`src/hw/rtl/sqtw_pkg.sv`:
```
// ----------------------------------------------------------------------------
// sqtw_pkg: shared types and constants for the sleep queue
// Queue depth, index widths, operation and result codes, and the entry and
// control structures used between the cell row and the top level.
// ----------------------------------------------------------------------------
package sqtw_pkg;

  localparam int DEPTH = 16;
  localparam int IDX_W = (DEPTH > 1) ? $clog2(DEPTH) : 1;
  localparam int CNT_W = $clog2(DEPTH + 1);

  localparam int ID_W    = 8;
  localparam int TICKS_W = 32;

  // Operation codes carried in in_tuser.
  localparam logic [1:0] FUNC_PUT  = 2'd0;
  localparam logic [1:0] FUNC_GET  = 2'd1;
  localparam logic [1:0] FUNC_TICK = 2'd2;

  // Result kinds carried in out_tuser.
  localparam logic [1:0] KIND_WOKEN    = 2'd0;
  localparam logic [1:0] KIND_GOT      = 2'd1;
  localparam logic [1:0] KIND_EMPTY    = 2'd2;
  localparam logic [1:0] KIND_OVERFLOW = 2'd3;

  typedef struct packed {
    logic [ID_W-1:0]    id;
    logic [TICKS_W-1:0] limit;
    logic [TICKS_W-1:0] elapsed;
  } entry_t;

  typedef struct packed {
    logic shift;
    logic load;
  } cell_ctrl_t;

  typedef struct packed {
    logic             shift;
    logic [DEPTH-1:0] load;
  } chain_ctrl_t;

endpackage

```
`src/hw/rtl/sleep_queue_tick_wakeup_unit.sv`:
```
// ----------------------------------------------------------------------------
// sleep_queue_tick_wakeup_unit: ordered sleep queue with tick wakeup
// Keeps up to DEPTH sleeping threads in a row of cells, appends on put,
// removes the head on get, and on a tick ages every entry and wakes those
// whose elapsed count reaches their limit.
// ----------------------------------------------------------------------------
//
// Channel   Direction  tuser                tdata                       tlast
// in_       slave      [1:0] func           [7:0] thread_id,            -
//                                           [39:8] sleep_ticks
// out_      master     [1:0] kind           [7:0] thread_id_out         last_of_run
//
// A put, a get, or a tick on an empty queue leaves the sequencer idle. Any
// other tick sweeps the queued entries in turn through the single
// age-and-compare unit at the head of the cell row, then closes the run in
// a flush state. Each woken entry costs one output word; a stalled output
// holds the sweep where it is. Reset clears the fill count, the sequencer,
// the pending flag and the output valid flag; the cells themselves are not
// cleared, as only entries below the fill count are ever read. A new word is
// taken only when the queue is idle and the output register is empty or
// being drained in that same cycle.
// ----------------------------------------------------------------------------
module sleep_queue_tick_wakeup_unit
  import sqtw_pkg::*;
(
  input  logic        clk,
  input  logic        rst_n,

  input  logic        in_tvalid,
  output logic        in_tready,
  input  logic [39:0] in_tdata,   // [7:0] thread_id, [39:8] sleep_ticks
  input  logic [1:0]  in_tuser,   // [1:0] func

  output logic        out_tvalid,
  input  logic        out_tready,
  output logic [7:0]  out_tdata,  // [7:0] thread_id_out
  output logic [1:0]  out_tuser,  // [1:0] kind
  output logic        out_tlast   // last_of_run
);

  // Sequencer states.
  localparam logic [1:0] ST_IDLE  = 2'd0;
  localparam logic [1:0] ST_TICK  = 2'd1;
  localparam logic [1:0] ST_FLUSH = 2'd2;

  logic [1:0]       state_r, state_nxt;
  logic [CNT_W-1:0] count_r, count_nxt;   // entries held, head first
  logic [CNT_W-1:0] rem_r, rem_nxt;       // entries still to age in this tick

  // A woken id is held back until the next one wakes or the sweep ends, so
  // that the final one of the run can be marked once no further entry wakes.
  logic             pend_v_r, pend_v_nxt;
  logic [ID_W-1:0]  pend_id_r, pend_id_nxt;

  logic             out_valid_r, out_valid_nxt;
  logic [ID_W-1:0]  out_id_r, out_id_nxt;
  logic [1:0]       out_kind_r, out_kind_nxt;
  logic             out_last_r, out_last_nxt;

  logic               out_free;
  logic               in_acc;
  logic               step;
  logic [1:0]         func;
  logic [ID_W-1:0]    in_id;
  logic [TICKS_W-1:0] in_ticks;

  entry_t             head;
  entry_t             ins;
  chain_ctrl_t        cctl;
  logic [TICKS_W-1:0] head_e;
  logic               head_wake;
  logic [CNT_W-1:0]   count_m1;
  logic [IDX_W-1:0]   put_idx;
  logic [IDX_W-1:0]   tail_idx;

  assign func     = in_tuser;
  assign in_id    = in_tdata[ID_W-1:0];
  assign in_ticks = in_tdata[ID_W +: TICKS_W];

  assign out_free  = !out_valid_r || out_tready;
  assign in_tready = (state_r == ST_IDLE) && out_free;
  assign in_acc    = in_tvalid && in_tready;
  assign step      = (state_r == ST_TICK) && out_free;

  // Age the head entry: the elapsed count saturates instead of wrapping.
  assign head_e    = (head.elapsed == '1) ? head.elapsed : head.elapsed + TICKS_W'(1);
  assign head_wake = (head_e >= head.limit);

  assign count_m1 = count_r - CNT_W'(1);
  assign put_idx  = count_r[IDX_W-1:0];
  assign tail_idx = count_m1[IDX_W-1:0];

  sqtw_chain u_chain (
    .clk    (clk),
    .ctrl   (cctl),
    .ins_i  (ins),
    .head_o (head)
  );

  always_comb begin
    state_nxt     = state_r;
    count_nxt     = count_r;
    rem_nxt       = rem_r;
    pend_v_nxt    = pend_v_r;
    pend_id_nxt   = pend_id_r;
    out_valid_nxt = out_valid_r && !out_tready;
    out_id_nxt    = out_id_r;
    out_kind_nxt  = out_kind_r;
    out_last_nxt  = out_last_r;
    cctl.shift    = 1'b0;
    cctl.load     = '0;
    ins.id        = in_id;
    ins.limit     = in_ticks;
    ins.elapsed   = '0;

    unique case (state_r)
      ST_IDLE: begin
        if (in_acc) begin
          unique case (func)
            FUNC_PUT: begin
              if (count_r == CNT_W'(DEPTH)) begin
                out_valid_nxt = 1'b1;
                out_kind_nxt  = KIND_OVERFLOW;
                out_id_nxt    = '0;
                out_last_nxt  = 1'b1;
              end else begin
                cctl.load = DEPTH'(1) << put_idx;
                count_nxt = count_r + CNT_W'(1);
              end
            end
            FUNC_GET: begin
              out_valid_nxt = 1'b1;
              out_last_nxt  = 1'b1;
              if (count_r == '0) begin
                out_kind_nxt = KIND_EMPTY;
                out_id_nxt   = '0;
              end else begin
                out_kind_nxt = KIND_GOT;
                out_id_nxt   = head.id;
                cctl.shift   = 1'b1;
                count_nxt    = count_m1;
              end
            end
            FUNC_TICK: begin
              if (count_r != '0) begin
                state_nxt = ST_TICK;
                rem_nxt   = count_r;
              end
            end
            default: begin
              // Unused operation code: taken and dropped.
            end
          endcase
        end
      end

      ST_TICK: begin
        if (step) begin
          // The head leaves its cell every step; a survivor goes back in at
          // the tail, so the queue order is kept.
          cctl.shift = 1'b1;
          rem_nxt    = rem_r - CNT_W'(1);
          if (head_wake) begin
            count_nxt   = count_m1;
            pend_v_nxt  = 1'b1;
            pend_id_nxt = head.id;
            if (pend_v_r) begin
              out_valid_nxt = 1'b1;
              out_kind_nxt  = KIND_WOKEN;
              out_id_nxt    = pend_id_r;
              out_last_nxt  = 1'b0;
            end
          end else begin
            ins.id      = head.id;
            ins.limit   = head.limit;
            ins.elapsed = head_e;
            cctl.load   = DEPTH'(1) << tail_idx;
          end
          if (rem_r == CNT_W'(1)) begin
            state_nxt = ST_FLUSH;
          end
        end
      end

      ST_FLUSH: begin
        if (out_free) begin
          if (pend_v_r) begin
            out_valid_nxt = 1'b1;
            out_kind_nxt  = KIND_WOKEN;
            out_id_nxt    = pend_id_r;
            out_last_nxt  = 1'b1;
          end
          pend_v_nxt = 1'b0;
          state_nxt  = ST_IDLE;
        end
      end

      default: begin
        state_nxt = ST_IDLE;
      end
    endcase
  end

  always_ff @(posedge clk) begin
    if (!rst_n) begin
      state_r     <= ST_IDLE;
      count_r     <= '0;
      rem_r       <= '0;
      pend_v_r    <= 1'b0;
      out_valid_r <= 1'b0;
    end else begin
      state_r     <= state_nxt;
      count_r     <= count_nxt;
      rem_r       <= rem_nxt;
      pend_v_r    <= pend_v_nxt;
      out_valid_r <= out_valid_nxt;
    end
  end

  always_ff @(posedge clk) begin
    pend_id_r  <= pend_id_nxt;
    out_id_r   <= out_id_nxt;
    out_kind_r <= out_kind_nxt;
    out_last_r <= out_last_nxt;
  end

  assign out_tvalid = out_valid_r;
  assign out_tdata  = out_id_r;
  assign out_tuser  = out_kind_r;
  assign out_tlast  = out_last_r;

`ifndef SYNTHESIS
  a_count_bound: assert property (@(posedge clk) disable iff (!rst_n)
    count_r <= CNT_W'(DEPTH))
    else $error("fill count beyond queue depth");

  a_rem_bound: assert property (@(posedge clk) disable iff (!rst_n)
    (state_r == ST_TICK) |-> (rem_r != '0 && rem_r <= count_r))
    else $error("tick sweep counter out of range");

  a_idle_no_pend: assert property (@(posedge clk) disable iff (!rst_n)
    (state_r == ST_IDLE) |-> !pend_v_r)
    else $error("woken id left pending after a tick");

  a_wake_drops: assert property (@(posedge clk) disable iff (!rst_n)
    (step && head_wake) |=> (count_r == $past(count_m1)))
    else $error("woken entry not removed from the count");

  a_flush_ends: assert property (@(posedge clk) disable iff (!rst_n)
    (state_r == ST_FLUSH && out_free) |=> (state_r == ST_IDLE))
    else $error("tick run did not close");
`endif

endmodule

```
`src/hw/rtl/sqtw_cell.sv`:
```
// ----------------------------------------------------------------------------
// sqtw_cell: one queue slot
// Holds one entry. It either loads the insert bus, takes the entry of its
// neighbor toward the tail, or keeps its contents.
// ----------------------------------------------------------------------------
module sqtw_cell
  import sqtw_pkg::*;
(
  input  logic       clk,
  input  cell_ctrl_t ctrl,
  input  entry_t     nbr_i,
  input  entry_t     ins_i,
  output entry_t     q_o
);

  entry_t q_r;
  entry_t q_nxt;

  always_comb begin
    priority if (ctrl.load) begin
      q_nxt = ins_i;
    end else if (ctrl.shift) begin
      q_nxt = nbr_i;
    end else begin
      q_nxt = q_r;
    end
  end

  always_ff @(posedge clk) begin
    q_r <= q_nxt;
  end

  assign q_o = q_r;

endmodule

```
`src/hw/rtl/sqtw_chain.sv`:
```
// ----------------------------------------------------------------------------
// sqtw_chain: row of queue cells
// Cell 0 is the head. A shift moves every entry one place toward the head;
// a load writes the insert bus into the selected cell.
// ----------------------------------------------------------------------------
module sqtw_chain
  import sqtw_pkg::*;
(
  input  logic        clk,
  input  chain_ctrl_t ctrl,
  input  entry_t      ins_i,
  output entry_t      head_o
);

  entry_t q [DEPTH];

  for (genvar i = 0; i < DEPTH; i++) begin : g_cell
    entry_t     nbr;
    cell_ctrl_t cc;

    // The tail cell has no neighbor; what it takes on a shift lies beyond
    // the fill count and is never read.
    if (i == DEPTH - 1) begin : g_tail
      assign nbr = ins_i;
    end else begin : g_mid
      assign nbr = q[i+1];
    end

    assign cc.shift = ctrl.shift;
    assign cc.load  = ctrl.load[i];

    sqtw_cell u_cell (
      .clk   (clk),
      .ctrl  (cc),
      .nbr_i (nbr),
      .ins_i (ins_i),
      .q_o   (q[i])
    );
  end

  assign head_o = q[0];

endmodule

```
`config.mk`:
```
export PLATFORM = sky130hd
export DESIGN_NAME = sleep_queue_tick_wakeup_unit
export DESIGN_NICKNAME = d
export VERILOG_FILES = /design/src/hw/rtl/sqtw_pkg.sv /design/src/hw/rtl/sleep_queue_tick_wakeup_unit.sv /design/src/hw/rtl/sqtw_cell.sv /design/src/hw/rtl/sqtw_chain.sv
export SDC_FILE = /design/constraint.sdc
export NUM_CORES = 1
export LEC_CHECK = 0
export ABC_AREA = 1
export BUFFER_PORTS_ARGS = -buffer_cell sky130_fd_sc_hd__buf_2
export CAP_MARGIN = 20
export CORE_AREA = 2 2 335 337
export CTS_CLUSTER_SIZE = 14
export DETAILED_ROUTE_END_ITERATION = 8
export DIE_AREA = 0 0 337 339
export GPL_TIMING_DRIVEN = 1
export PLACE_DENSITY = 0.62
export RECOVER_POWER = 100
export SKIP_CTS_REPAIR_TIMING = 1
export SLEW_MARGIN = 20
export SYNTH_ARGS = -nofsm -noshare
export SYNTH_HDL_FRONTEND = slang
export SYNTH_HIERARCHICAL = 1
export SYNTH_SLANG_ARGS = --single-unit
```
`constraint.sdc`:
```
create_clock -name clk -period 5.3 [get_ports clk]
set_input_delay 0.53 -clock clk [delete_from_list [all_inputs] [get_ports clk]]
set_output_delay 0.53 -clock clk [all_outputs]
set_load 0.01 [all_outputs]
```
* Yosys cells after proc, flatten, opt, wreduce, memory -nomap -nowiden *
Cells that the tools add are included.

storage, ports and cells
  bits of input ports = 46
  flip-flop bits (word level) = 1185
  output and inout bits = 13
  word-level logic and storage cells = 223

operators by class
  muxes and demuxes = 102
  reduce and logical (&&, ||, !) cells = 37
  eq/ne operators = 20
  $lt $le $gt $ge = 1
  $add $sub $neg = 4
  shift-type cells = 2

operators with widths
  kind                                                                     number
  72-bit two-way mux                                                       35
  8-bit two-way mux                                                        7
  16-bit two-way mux                                                       3
  5-bit two-way mux                                                        9
  2-bit nonzero test                                                       18
  17-bit two-way mux                                                       2
  17-bit one-hot mux with 2 select lines                                   1
  32-bit by 1-bit adder with 32-bit output, second input constant          1
  32-bit == test, second input constant                                    1
  32-bit greater-or-equal comparator                                       1
  32-bit two-way mux                                                       1
  1-bit by 4-bit left shift with 16-bit output, first input constant       2
  5-bit one-hot mux with 2 select lines                                    3
  2-bit two-way mux                                                        13
  8-bit one-hot mux with 3 select lines                                    1
  1-bit two-way mux                                                        18
  8-bit one-hot mux with 2 select lines                                    1
  7-bit AND reduction                                                      2
  2-bit inequality test, second input constant                             6
  2-bit one-hot mux with 3 select lines                                    2
  5-bit by 1-bit subtractor with 5-bit output, second input constant       2
  3-bit inequality test, second input constant                             3
  9-bit AND reduction                                                      1
  2-bit by 1-bit inequality test with 1-bit output, second input constant  3
  20 further kinds                                                         30

* Longest topological paths before layout *
  depth after elaboration = 8
  depth in mapped cells = 29
  mapped depth without buffers = 26

* Modules after synthesis *
Netlist, hierarchy kept.

modules (own cells, without submodules)
  module                        instances  area each (µm²)  sequential area each (µm²)  cells an instance
  sqtw_cell                     16         3128.0           2162.1                      305
  sleep_queue_tick_wakeup_unit  1          4733.3           850.8                       756

* Least setup slack after synthesis *
No wires, ideal clock.

  path kind = reg-to-reg
  start point = register u_chain.g_cell[0].u_cell.q_r (netlist bit u_chain/g_cell[0].u_cell/q_o[0])
  end point = register u_chain.g_cell[4].u_cell.q_r (netlist bit u_chain/g_cell[4].u_cell/q_o[0]), enable pin
  cell stages (with the launch flop) = 22
  arrival = 4.323 ns
  path slack = 0.578 ns
  data required time = 4.901 ns
  period minus slack after synthesis = 4.722 ns
  library setup time = 0.399 ns
  path buffers = 4
  cells stage by stage = edfxtp_1 -> ha_1 -> nand2_1 -> nor2_4 -> nand2_1 -> nor2_2 -> nand4_2 -> clkbuf_1 -> nand2_1 -> ha_1 -> a21oi_1 -> o21a_1 -> nand2_1 -> a21oi_2 -> nand3_4 -> nor2_8 -> inv_2 -> buf_6 -> buf_6 -> o32ai_1 -> clkbuf_8 -> or2_2

RTL lines
  what                    line             RTL
  from (decl)             sqtw_cell.sv:16  entry_t q_r;
  from (signal assigned)  sqtw_cell.sv:30  q_r <= q_nxt;
  to (signal assigned)    sqtw_cell.sv:30
  to (decl)               sqtw_cell.sv:16

==> impl_metrics.json <==
{
  "worstSetupStartpointType": "flip-flop",
  "antenna_found_initial": 0,
  "setup_viol": 0,
  "yosys_most_used_dff": "edfxtp_1",
  "avgViaCountPerCell": 5.063,
  "area_growth_pct": 9.058,
  "required_ps": 5680,
  "track_usage": 0.2316,
  "grt_max_degree": 74,
  "antenna_cells": 0,
  "clk_pin_slew_ps": 70,
  "cts_buffers": 121,
  "grt.overflow.total": 0,
  "relSlewSlack": 0.2138,
  "grt_pass1_wl_um": 205800,
  "wl_per_cell_um": 17.99,
  "run_status": "finished, final reports clean",
  "final_nets": 5810,
  "rows": 122,
  "rsz0062_at_grt": "false",
  "drive_above_1_share": 0.07686,
  "num_io_pins": 59,
  "fin_util": 0.5413,
  "yosys_warnings": 6,
  "min_path_type": "in2reg",
  "yosysTopAreaCellShare": 0.6419,
  "die_h_um": 339,
  "fin_setup_tns_ps": 0,
  "drc": 0,
  "syn_area_per_cell_um2": 9.720,
  "syn_area_um2": 54780,
  "place.port_buffers": 58,
  "cts_max_level": 3,
  "cts_tree": "yes",
  "hold_viol_final": 0,
  "yosys_register_bits": 1185,
  "r2r_slack_ps": 310,
  "num_vias": 36980,
  "root_buffer": "clkbuf_16",
  "totalWireLength_um": 131400,
  "critPathSlowestCell": "or2_2",
  "drv_cap": 0,
  "period_minus_slack_ps": 4990,
  "finalClockSkew_ps": 35.00,
  "crit_arrival_ps": 5370,
  "slew_violations": 0,
  "synth_fp_nets": 5729,
  "drt_iter0_drc": 3189,
  "start_util": 0.4964,
  "synthTopCellsByArea": "edfxtp_1 (64%), nand2_1 (25%), clkbuf_8 (3.2%)",
  "ys_types": 45,
  "critical_path.cell_chain": "nand2_1, nor2_1, nand2_1, nor4_1, nand2_1, xor2_1, nand2_1, ha_1, a21oi_1, o21ai_1, nand2_1, nand2_1, a21oi_2, nand3_4, nor2_8, inv_4, o32ai_4, or2_2, buf_6",
  "ir_worst_vdd_uv": 355.7,
  "clk_latency_ps": 720,
  "cts_sinks": 1185,
  "crit_top_cell": "nand2_1",
  "synth_enable_flop_cells": 1171,
  "chipWidth_um": 337,
  "seq_area_frac_synth": 0.6470,
  "pwr_density_cell_nw_per_um2": 554.9,
  "synth_top_cell_by_area": "edfxtp_1",
  "path_class": "reg2reg",
  "instances_no_fill": 7304,
  "placed_cells": 7076,
  "critPathCaptureType": "flip-flop",
  "first_global_vias": 35550,
  "hpwl_um": 86460,
  "min_period_over_period": 0.9416,
  "synthArstFlopShare": 0,
  "p_leak_uw": 0.02532,
  "layout_commonest_cell": "nand2_1",
  "drtPass1Iterations": 5,
  "worstPathMaxFanout": 26,
  "synthCells": 5636,
  "coreArea_um2": 110400,
  "fp.dieArea_um2": 114200,
  "postRouteAntennaNets": 0,
  "globalplace.congestion": 0.8999,
  "fmax_mhz": 200.4,
  "final_cell_mix": "nand2_1 (3684), edfxtp_1 (1171), clkbuf_16 (122)",
  "worst_pin_slew_ps": 1179,
  "cts_buffer_depth": 3,
  "critPathMaxStageDelay_ps": 740
}
## layout make-up
cell class / count / area [um2]
clock buffer: 160 / 3226
multi-input combinational: 4075 / 16680
tap: 1488 / 1862
inverter: 115 / 441.7
sequential: 1185 / 35440
clock inverter: 62 / 464.2
fill: 9682 / 50620
timing repair buffer: 219 / 1622
## cells in the mapped netlist, types with 2 or more instances
cell      number
o211ai_1       3
buf_2        119
xor2_1        19
a21oi_2       21
inv_1         94
o22ai_2        2
xnor2_1       13
nand3_1       32
buf_6          8
dfxtp_1       14
ha_1          47
nor3_2         3
clkinv_1       3
a211oi_1       3
nor3_1        16
nand4_1        8
o22ai_1       13
nand2_1     3684
o21ai_1       21
a31oi_1        2
inv_2         18
a21o_1         2
o21ai_0       31
nor2_1        82
nor4_1         7
nand4_2        2
edfxtp_1    1171
nor2_2         4
o21ai_2        2
a21oi_1       27
clkbuf_8     128
or2_2         19
o21a_1         2
clkbuf_1       5
## kinds of logic (layout without fill, tap and decap cells)
group           count (synthesis)  after routing  share of synthesized area
xor+xnor                       32             32                   0.005116
buf+inv                       376            556                    0.05299
simple gates                 3863           3863                     0.2691
flops                        1185           1185                     0.6470
compound gates                133            133                    0.01510
fa+ha+maj                      47             47                    0.01073
## stage by stage
stage | hold slack (ps) | total power (uW) | cell area [um2] | worst slack [ps]
2_1_floorplan | 450.7 | 22070 | 54780 | 577.6
3_3_place_gp | 468.7 | 25300 | 56290 | 227.8
3_5_place_dp | 471.5 | 25510 | 56290 | 302.1
4_1_cts | 117.9 | 33580 | 59980 | 266.5
5_1_grt | 155.7 | 35110 | 59740 | 18.93
6_report | 169.3 | 33150 | 59740 | 309.6
## metal layers
metal,share of wire,global-route usage,up-vias
met5,0.0010,0.008511,-
met4,0.023,0.06222,2
met3,0.064,0.03558,182
met2,0.46,0.3777,1049
met1,0.45,0.3226,17410
li1,-,-,18340
## where the power goes
group          total (uW)  leakage, uW  internal, uW  switching (uW)
Clock                8070      0.00180          4500            3570
Sequential          16300       0.0109         15500             878
Combinational        8750       0.0126          2190            6560
Total               33100       0.0253         22100           11000
## flip-flops by register name (all words and copies together), names as in the netlist
name                       cells
out_tuser                      2
pend_id_r                      8
out_tlast                      1
count_r                        5
pend_v_r                       1
out_tdata                      8
rem_r                          5
u_chain/g_cell.u_cell/q_o   1152
state_r                        2
out_tvalid                     1
## worst max-delay path: cells and delay by family (launching register included)
family,cells,cell delay [ps]
buf+inv,2,510
flops,1,420
simple gates,11,2460
xor+xnor,1,300
fa+ha+maj,1,300
compound gates,4,640
## final timing paths
kind,from,endpoint,cells past startpoint
max,u_chain/g_cell[0].u_cell/q_o[16]$_DFFE_PP_,u_chain/g_cell[4].u_cell/q_o[38]$_DFFE_PP_,19
min,rst_n,count_r[2]$_SDFFE_PN0P_,3
max reg2reg,u_chain/g_cell[0].u_cell/q_o[16]$_DFFE_PP_,u_chain/g_cell[4].u_cell/q_o[38]$_DFFE_PP_,19
min reg2reg,u_chain/g_cell[0].u_cell/q_o[68]$_DFFE_PP_,pend_id_r[4]$_DFFE_PP_,0
No activity file was read; power rests on OpenSTA's default activity.
